### src/rtl/ppp_pkg.sv
// Shared types and constants for the perspective point projection unit.
// Used by ppp_basis, perspective_point_projection_unit and ppp_checker; no dependencies.
package ppp_pkg;

	// Default number of fraction bits of the point and image coordinates.
	localparam int COORD_FRAC_BITS_DEF = 4;

	// Configuration register indexes.
	localparam logic [2:0] REG_CAM_POS_X    = 3'd0;
	localparam logic [2:0] REG_CAM_POS_Y    = 3'd1;
	localparam logic [2:0] REG_CAM_POS_Z    = 3'd2;
	localparam logic [2:0] REG_CAM_FORWARD  = 3'd3;
	localparam logic [2:0] REG_CAM_UP       = 3'd4;
	localparam logic [2:0] REG_FOCAL_LENGTH = 3'd5;

	// Reset values of the configuration registers.
	localparam logic [19:0] CAM_POS_X_RST    = 20'sd0;
	localparam logic [19:0] CAM_POS_Y_RST    = 20'sd0;
	localparam logic [19:0] CAM_POS_Z_RST    = 20'hFE0C0;
	localparam logic [47:0] CAM_FORWARD_RST  = 48'h4000_0000_0000;
	localparam logic [47:0] CAM_UP_RST       = 48'h0000_4000_0000;
	localparam logic [15:0] FOCAL_LENGTH_RST = 16'd500;

	// One in Q2.14.
	localparam logic signed [15:0] Q14_ONE = 16'sd16384;

	// Output coordinate limits.
	localparam logic [19:0] IMG_MAX = 20'h7FFFF;
	localparam logic [19:0] IMG_MIN = 20'h80000;

	typedef enum logic [2:0] {
		BS_IDLE,
		BS_CROSS,
		BS_SUMSQ,
		BS_SQRT,
		BS_LOAD,
		BS_DIV
	} bs_state_t;

	// Normalized camera basis, each component Q2.14 signed.
	typedef struct packed {
		logic [2:0][15:0] right;
		logic [2:0][15:0] upn;
	} basis_t;

endpackage

### src/rtl/ppp_basis.sv
// Sequential unit that rebuilds the normalized camera basis after a write.
// Depends on ppp_pkg for the state enum and the basis struct.
module ppp_basis (
	input  logic                 clk,
	input  logic                 arst_n,
	input  logic                 start,
	input  logic [47:0]          fwd,
	input  logic [47:0]          up,
	output ppp_pkg::basis_t      basis,
	output logic                 busy
);

	ppp_pkg::bs_state_t state_q, state_d;

	logic [1:0]          cnt_q;
	logic [4:0]          it_q;
	logic                vec_q;
	logic signed [18:0]  vec_q_arr [3];
	logic [35:0]         ss_q;
	logic [35:0]         sv_q;
	logic [36:0]         res_q;
	logic [36:0]         bit_q;
	logic [18:0]         n_q;
	logic [33:0]         rem_q;
	logic [14:0]         quo_q;
	logic signed [15:0]  right_q [3];
	logic signed [15:0]  upn_q [3];

	logic signed [15:0] fw [3];
	logic signed [15:0] uv [3];
	logic signed [15:0] op_a, op_b, op_c, op_d;
	logic signed [31:0] p1, p2;
	logic signed [32:0] diff;
	logic [32:0]        mag;
	logic [18:0]        rnd;
	logic signed [18:0] cr;
	logic signed [37:0] sq;
	logic [36:0]        sqt;
	logic               sq_ge;
	logic [36:0]        res_nx;
	logic [33:0]        dsh;
	logic               dv_ge;
	logic [14:0]        qfin;
	logic signed [15:0] qval;
	logic [17:0]        ld_abs;
	logic               last_it;

	always_comb begin
		for (int i = 0; i < 3; i++) begin
			fw[i] = $signed(fwd[16*i +: 16]);
			uv[i] = $signed(up[16*i +: 16]);
		end
	end

	// Cross product component selected by cnt_q, rounded to 14 fraction bits (Q5.14).
	always_comb begin
		case (cnt_q)
			2'd0: begin
				op_a = fw[1]; op_b = uv[2]; op_c = fw[2]; op_d = uv[1];
			end
			2'd1: begin
				op_a = fw[2]; op_b = uv[0]; op_c = fw[0]; op_d = uv[2];
			end
			default: begin
				op_a = fw[0]; op_b = uv[1]; op_c = fw[1]; op_d = uv[0];
			end
		endcase
		p1   = op_a * op_b;
		p2   = op_c * op_d;
		diff = 33'(p1) - 33'(p2);
		mag  = diff[32] ? 33'(-diff) : 33'(diff);
		rnd  = 19'((mag + 33'd8192) >> 14);
		cr   = diff[32] ? -$signed(rnd) : $signed(rnd);
	end

	always_comb begin
		sq     = vec_q_arr[cnt_q] * vec_q_arr[cnt_q];
		sqt    = res_q + bit_q;
		sq_ge  = {1'b0, sv_q} >= sqt;
		res_nx = sq_ge ? ((res_q >> 1) + bit_q) : (res_q >> 1);
		dsh    = {14'd0, n_q, 1'b0} << it_q;
		dv_ge  = rem_q >= dsh;
		qfin   = {quo_q[13:0], dv_ge};
		qval   = (n_q == 19'd0) ? 16'sd0 :
			(vec_q_arr[cnt_q][18] ? -$signed({1'b0, qfin}) : $signed({1'b0, qfin}));
		ld_abs = vec_q_arr[cnt_q][18] ? 18'(-vec_q_arr[cnt_q]) : 18'(vec_q_arr[cnt_q]);
		last_it = (it_q == 5'd0);
	end

	always_ff @(posedge clk or negedge arst_n) begin
		if (!arst_n) begin
			state_q <= ppp_pkg::BS_IDLE;
		end else begin
			state_q <= state_d;
		end
	end

	always_comb begin
		state_d = state_q;
		case (state_q)
			ppp_pkg::BS_IDLE:  state_d = ppp_pkg::BS_IDLE;
			ppp_pkg::BS_CROSS: if (cnt_q == 2'd2) state_d = ppp_pkg::BS_SUMSQ;
			ppp_pkg::BS_SUMSQ: if (cnt_q == 2'd2) state_d = ppp_pkg::BS_SQRT;
			ppp_pkg::BS_SQRT:  if (last_it) state_d = ppp_pkg::BS_LOAD;
			ppp_pkg::BS_LOAD:  state_d = ppp_pkg::BS_DIV;
			ppp_pkg::BS_DIV: begin
				if (last_it) begin
					if (cnt_q != 2'd2) state_d = ppp_pkg::BS_LOAD;
					else if (!vec_q)   state_d = ppp_pkg::BS_SUMSQ;
					else               state_d = ppp_pkg::BS_IDLE;
				end
			end
			default: state_d = ppp_pkg::BS_IDLE;
		endcase
		if (start) state_d = ppp_pkg::BS_CROSS;
	end

	always_ff @(posedge clk or negedge arst_n) begin
		if (!arst_n) begin
			cnt_q      <= 2'd0;
			it_q       <= 5'd0;
			vec_q      <= 1'b0;
			right_q[0] <= -ppp_pkg::Q14_ONE;
			right_q[1] <= 16'sd0;
			right_q[2] <= 16'sd0;
			upn_q[0]   <= 16'sd0;
			upn_q[1]   <= ppp_pkg::Q14_ONE;
			upn_q[2]   <= 16'sd0;
		end else if (start) begin
			cnt_q <= 2'd0;
			vec_q <= 1'b0;
		end else begin
			case (state_q)
				ppp_pkg::BS_CROSS: begin
					vec_q_arr[cnt_q] <= cr;
					cnt_q <= (cnt_q == 2'd2) ? 2'd0 : cnt_q + 2'd1;
					ss_q  <= 36'd0;
				end
				ppp_pkg::BS_SUMSQ: begin
					ss_q <= ss_q + 36'(sq);
					if (cnt_q == 2'd2) begin
						cnt_q <= 2'd0;
						sv_q  <= ss_q + 36'(sq);
						res_q <= 37'd0;
						bit_q <= 37'd1 << 34;
						it_q  <= 5'd17;
					end else begin
						cnt_q <= cnt_q + 2'd1;
					end
				end
				ppp_pkg::BS_SQRT: begin
					if (sq_ge) sv_q <= 36'({1'b0, sv_q} - sqt);
					res_q <= res_nx;
					bit_q <= bit_q >> 2;
					it_q  <= it_q - 5'd1;
					if (last_it) n_q <= 19'(res_nx);
				end
				ppp_pkg::BS_LOAD: begin
					rem_q <= (34'(ld_abs) << 15) + 34'(n_q);
					quo_q <= 15'd0;
					it_q  <= 5'd14;
				end
				ppp_pkg::BS_DIV: begin
					if (dv_ge) rem_q <= rem_q - dsh;
					quo_q <= qfin;
					it_q  <= it_q - 5'd1;
					if (last_it) begin
						if (!vec_q) right_q[cnt_q] <= qval;
						else        upn_q[cnt_q]   <= qval;
						if (cnt_q != 2'd2) begin
							cnt_q <= cnt_q + 2'd1;
						end else begin
							cnt_q <= 2'd0;
							vec_q <= 1'b1;
							ss_q  <= 36'd0;
							for (int i = 0; i < 3; i++) vec_q_arr[i] <= 19'(uv[i]);
						end
					end
				end
				default: ;
			endcase
		end
	end

	always_comb begin
		for (int i = 0; i < 3; i++) begin
			basis.right[i] = right_q[i];
			basis.upn[i]   = upn_q[i];
		end
		busy = (state_q != ppp_pkg::BS_IDLE);
	end

endmodule

### config.mk
export PLATFORM = sky130hd
export DESIGN_NAME = ppp_basis
export DESIGN_NICKNAME = d
export VERILOG_FILES = /design/src/rtl/ppp_pkg.sv /design/src/rtl/ppp_basis.sv
export SDC_FILE = /design/constraint.sdc
export NUM_CORES = 2
export LEC_CHECK = 0
export CAP_MARGIN = 5
export CELL_PAD_IN_SITES_DETAIL_PLACEMENT = 1
export CELL_PAD_IN_SITES_GLOBAL_PLACEMENT = 1
export CORE_MARGIN = 2
export CORE_UTILIZATION = 53
export DETAILED_ROUTE_END_ITERATION = 16
export DONT_BUFFER_PORTS = 1
export PLACE_DENSITY = 0.87
export SLEW_MARGIN = 20
export SYNTH_ARGS = -nofsm -noshare
export SYNTH_HDL_FRONTEND = slang
export SYNTH_SLANG_ARGS = --single-unit
### constraint.sdc
create_clock -name clk -period 18.07 [get_ports clk]
set_input_delay 1.807 -clock clk [delete_from_list [all_inputs] [get_ports clk]]
set_output_delay 1.807 -clock clk [all_outputs]
set_load 0.03 [all_outputs]
==> run summary <==
Status -> complete, no violations
Final Hold Violating Endpoints -> 0
Global-route congestion overflow total -> 0
Avg WL per Cell -> 27.1 µm
Post-synth EDFFs -> 270
Io pins -> 196
Die area -> 112000 µm²
Tot GR Track Use -> 36.6%
Root Buffer -> clkbuf_16
Antenna Nets Post-Route -> 0
Initial Util -> 53.4%
Avg Vias per Cell -> 6.16
Initial antenna violation count -> 8
Syn Nets -> 7707
Sequential area share after synthesis -> 18.5%
Fillers -> 12300
CP Capture Type -> flip-flop
Hold Buf Count CTS -> 0
Rows -> 121
Clk_lat worst skew -> 620 ps
Slew headroom -> 19.7%
First-pass GRT wire length -> 313 mm
Syn Std Cell Area -> 58200 µm²
Slowest cell delay on critical path -> 900 ps
CTS tree -> yes
Commonest non-fill, non-tap cell in the layout -> inv_1
FMAX -> 73.5 MHz
Port-buffer cells -> 0
Clk sinks -> 377
Worst Clk Skew -> 41.6 ps
Unique masters post-synth -> 96
CP arrival -> 13910 ps
Layout cells sized above 1 -> 5.18%
Iteration-0 DRC Markers -> 3830
Via count -> 47000
Final Max Slew Viols -> 0
CTS H-tree lvls -> 2
Post-cts sizing count -> 0
Die span in y -> 335 µm
Max-Cap Viols -> 0
Critical path startpoint category -> flip-flop
Endpoints failing setup -> 0
Required @ worst endpoint -> 18380 ps
Commonest cells after routing, fill and taps aside -> inv_1 (1125), fa_1 (954), nand2_1 (738), nor2_1 (626), ha_1 (401)
Top cell by count, worst path -> fa_1
Post-synthesis register bit count -> 377
Worst min path class -> flip-flop to flip-flop
Fin nets -> 7618
Clock Pin Slew Worst Setup and Hold Paths -> 60 ps
Setup bufs post-CTS -> 0
Drt pass-1 iters -> 6
Area grow syn2layout -> 5.56%
Drt total wl -> 206 mm
Syn Inst Count -> 6253
CP Class -> flip-flop to flip-flop
GPL Wtd Cong -> 0.966
Core ar. -> 109000 µm²
DR DRC count -> 0
Async SR Flop Fraction -> 28.4%
Setup_tns -> 0 ps
Slowest-stage cell, CP -> fa_1
Total CTS buffers -> 45
Dpl hpwl -> 168 mm
Critical Path Fanout Max -> 38
Largest net degree at the start of global routing -> 109
DP Worst Slack -> 4400 ps
Avg Inst Size Synth -> 9.30 µm²
RSZ-0062 raised after global routing -> false
Final WS setup -> 4470 ps
Number of global-route vias before repair -> 53200
Die Span X -> 335 µm
Prevailing post-synth register cell -> edfxtp_1
Tmin final -> 13600 ps
Tcrit/Tclk final -> 75.3%
CTS max path bufs -> 3
Worst Max-Slew Pin Slew -> 1200 ps
Ys Warns -> 0
==> sequential cells by signal (all words and copies together), names as in the netlist <==
| name | count |
|---|---|
| vec_q_arr | 76 |
| ss_q | 36 |
| n_q | 19 |
| cnt_q | 2 |
| basis | 96 |
| state_q | 3 |
| it_q | 5 |
| vec_q | 1 |
| quo_q | 14 |
| res_q | 37 |
| bit_q | 18 |
| sv_q | 36 |
| rem_q | 34 |
==> cells by family after synthesis <==
logic type	synth area share [%]
and+or+nand+nor	13.6
buffers and inverters	8.77
DFF	18.5
adders and majority gates	41.5
muxes	3.33
AOI/OAI and AO/OA	9.97
xor gates and xnor gates	4.37
==> critical path, delay by kind of cell, from the launching register on <==
kind                       cells  cell delay, ps
buffers and inverters          9            1830
and+or+nand+nor                8            1810
AOI/OAI and AO/OA             10            2360
muxes                          1             330
xor gates and xnor gates       3             770
adders and majority gates     10            5310
DFF                            1             880
==> stage by stage <==
| step | instances | cell area [µm²] | utilization, % | hold WS [ps] |
|---|---|---|---|---|
| 2_1_floorplan | 6253 | 58200 | - | 494 |
| 3_3_place_gp | 7531 | 59900 | 55.0 | 560 |
| 3_5_place_dp | 7531 | 59900 | 55.0 | 570 |
| 4_1_cts | 7615 | 61400 | 56.4 | 603 |
| 5_1_grt | 7615 | 61400 | 56.4 | 622 |
| 6_report | 7623 | 61400 | 56.4 | 605 |
==> synth_stat cells (24+ instances only) <==
master    count  area share (%)
ha_1        401             8.6
nand2_1     742             4.8
a21o_1       46            0.59
o21a_1       74            0.95
nand3_1      39            0.34
o21ai_0     239             2.1
dfrtp_1     104             4.5
inv_1      1125             7.3
o21bai_1     34            0.44
xor2_1       93             1.4
xnor2_1     189             2.8
nor3_1       64            0.55
a211oi_1     24            0.31
nand2b_1     57            0.61
and3_1       53            0.57
a21oi_1     183             1.6
mux2_2       55             1.1
nor2_1      628             4.1
mux2i_1     109             1.9
and2_1       56            0.60
o21ai_1      46            0.40
fa_1        954              33
clkbuf_1    194             1.3
nor2b_1      32            0.34
edfxtp_1    270              14
o31ai_1      50            0.65
a31oi_1      48            0.52
==> path summary, 6_finish.rpt <==
path                            cells after the start  slack [ps]                   from                          to
worst min register to register                      2         600  basis[62]$_DFFE_PN1P_       basis[62]$_DFFE_PN1P_
max in group asynchronous                           0       16880                 arst_n       basis[63]$_DFFE_PN1P_
worst max-delay path                               41        4470   cnt_q[0]$_DFFE_PN0P_  vec_q_arr[2][13]$_DFFE_PP_
worst max register to register                     41        4470   cnt_q[0]$_DFFE_PN0P_  vec_q_arr[2][13]$_DFFE_PP_
min in group asynchronous                           0         920                 arst_n           vec_q$_DFFE_PN0P_
worst min-delay path                                2         600  basis[62]$_DFFE_PN1P_       basis[62]$_DFFE_PN1P_
==> per-layer routing <==
| metal | global-route usage [%] | part of all wire, % | vias up |
|---|---|---|---|
| li1 | - | - | 19800 |
| met1 | 42.8 | 36 | 23900 |
| met2 | 61.0 | 47 | 2510 |
| met3 | 9.72 | 10 | 808 |
| met4 | 20.9 | 6.5 | 10 |
| met5 | 0 | 0.035 | - |
==> final cells by class <==
type | count | area, µm² | area share, %
tap | 1414 | 1770 | 2.88
multi-input combinational | 4520 | 42400 | 69.1
sequential | 377 | 10800 | 17.6
antenna | 8 | 20.0 | 0.0326
inverter | 1131 | 4250 | 6.91
clock inverter | 20 | 208 | 0.338
timing repair buffer | 89 | 668 | 1.09
clock buffer | 64 | 1290 | 2.10
Power is left out: the tool's default activity adds up to more than one toggle a clock period on the data nets, which glitch-free logic cannot reach.
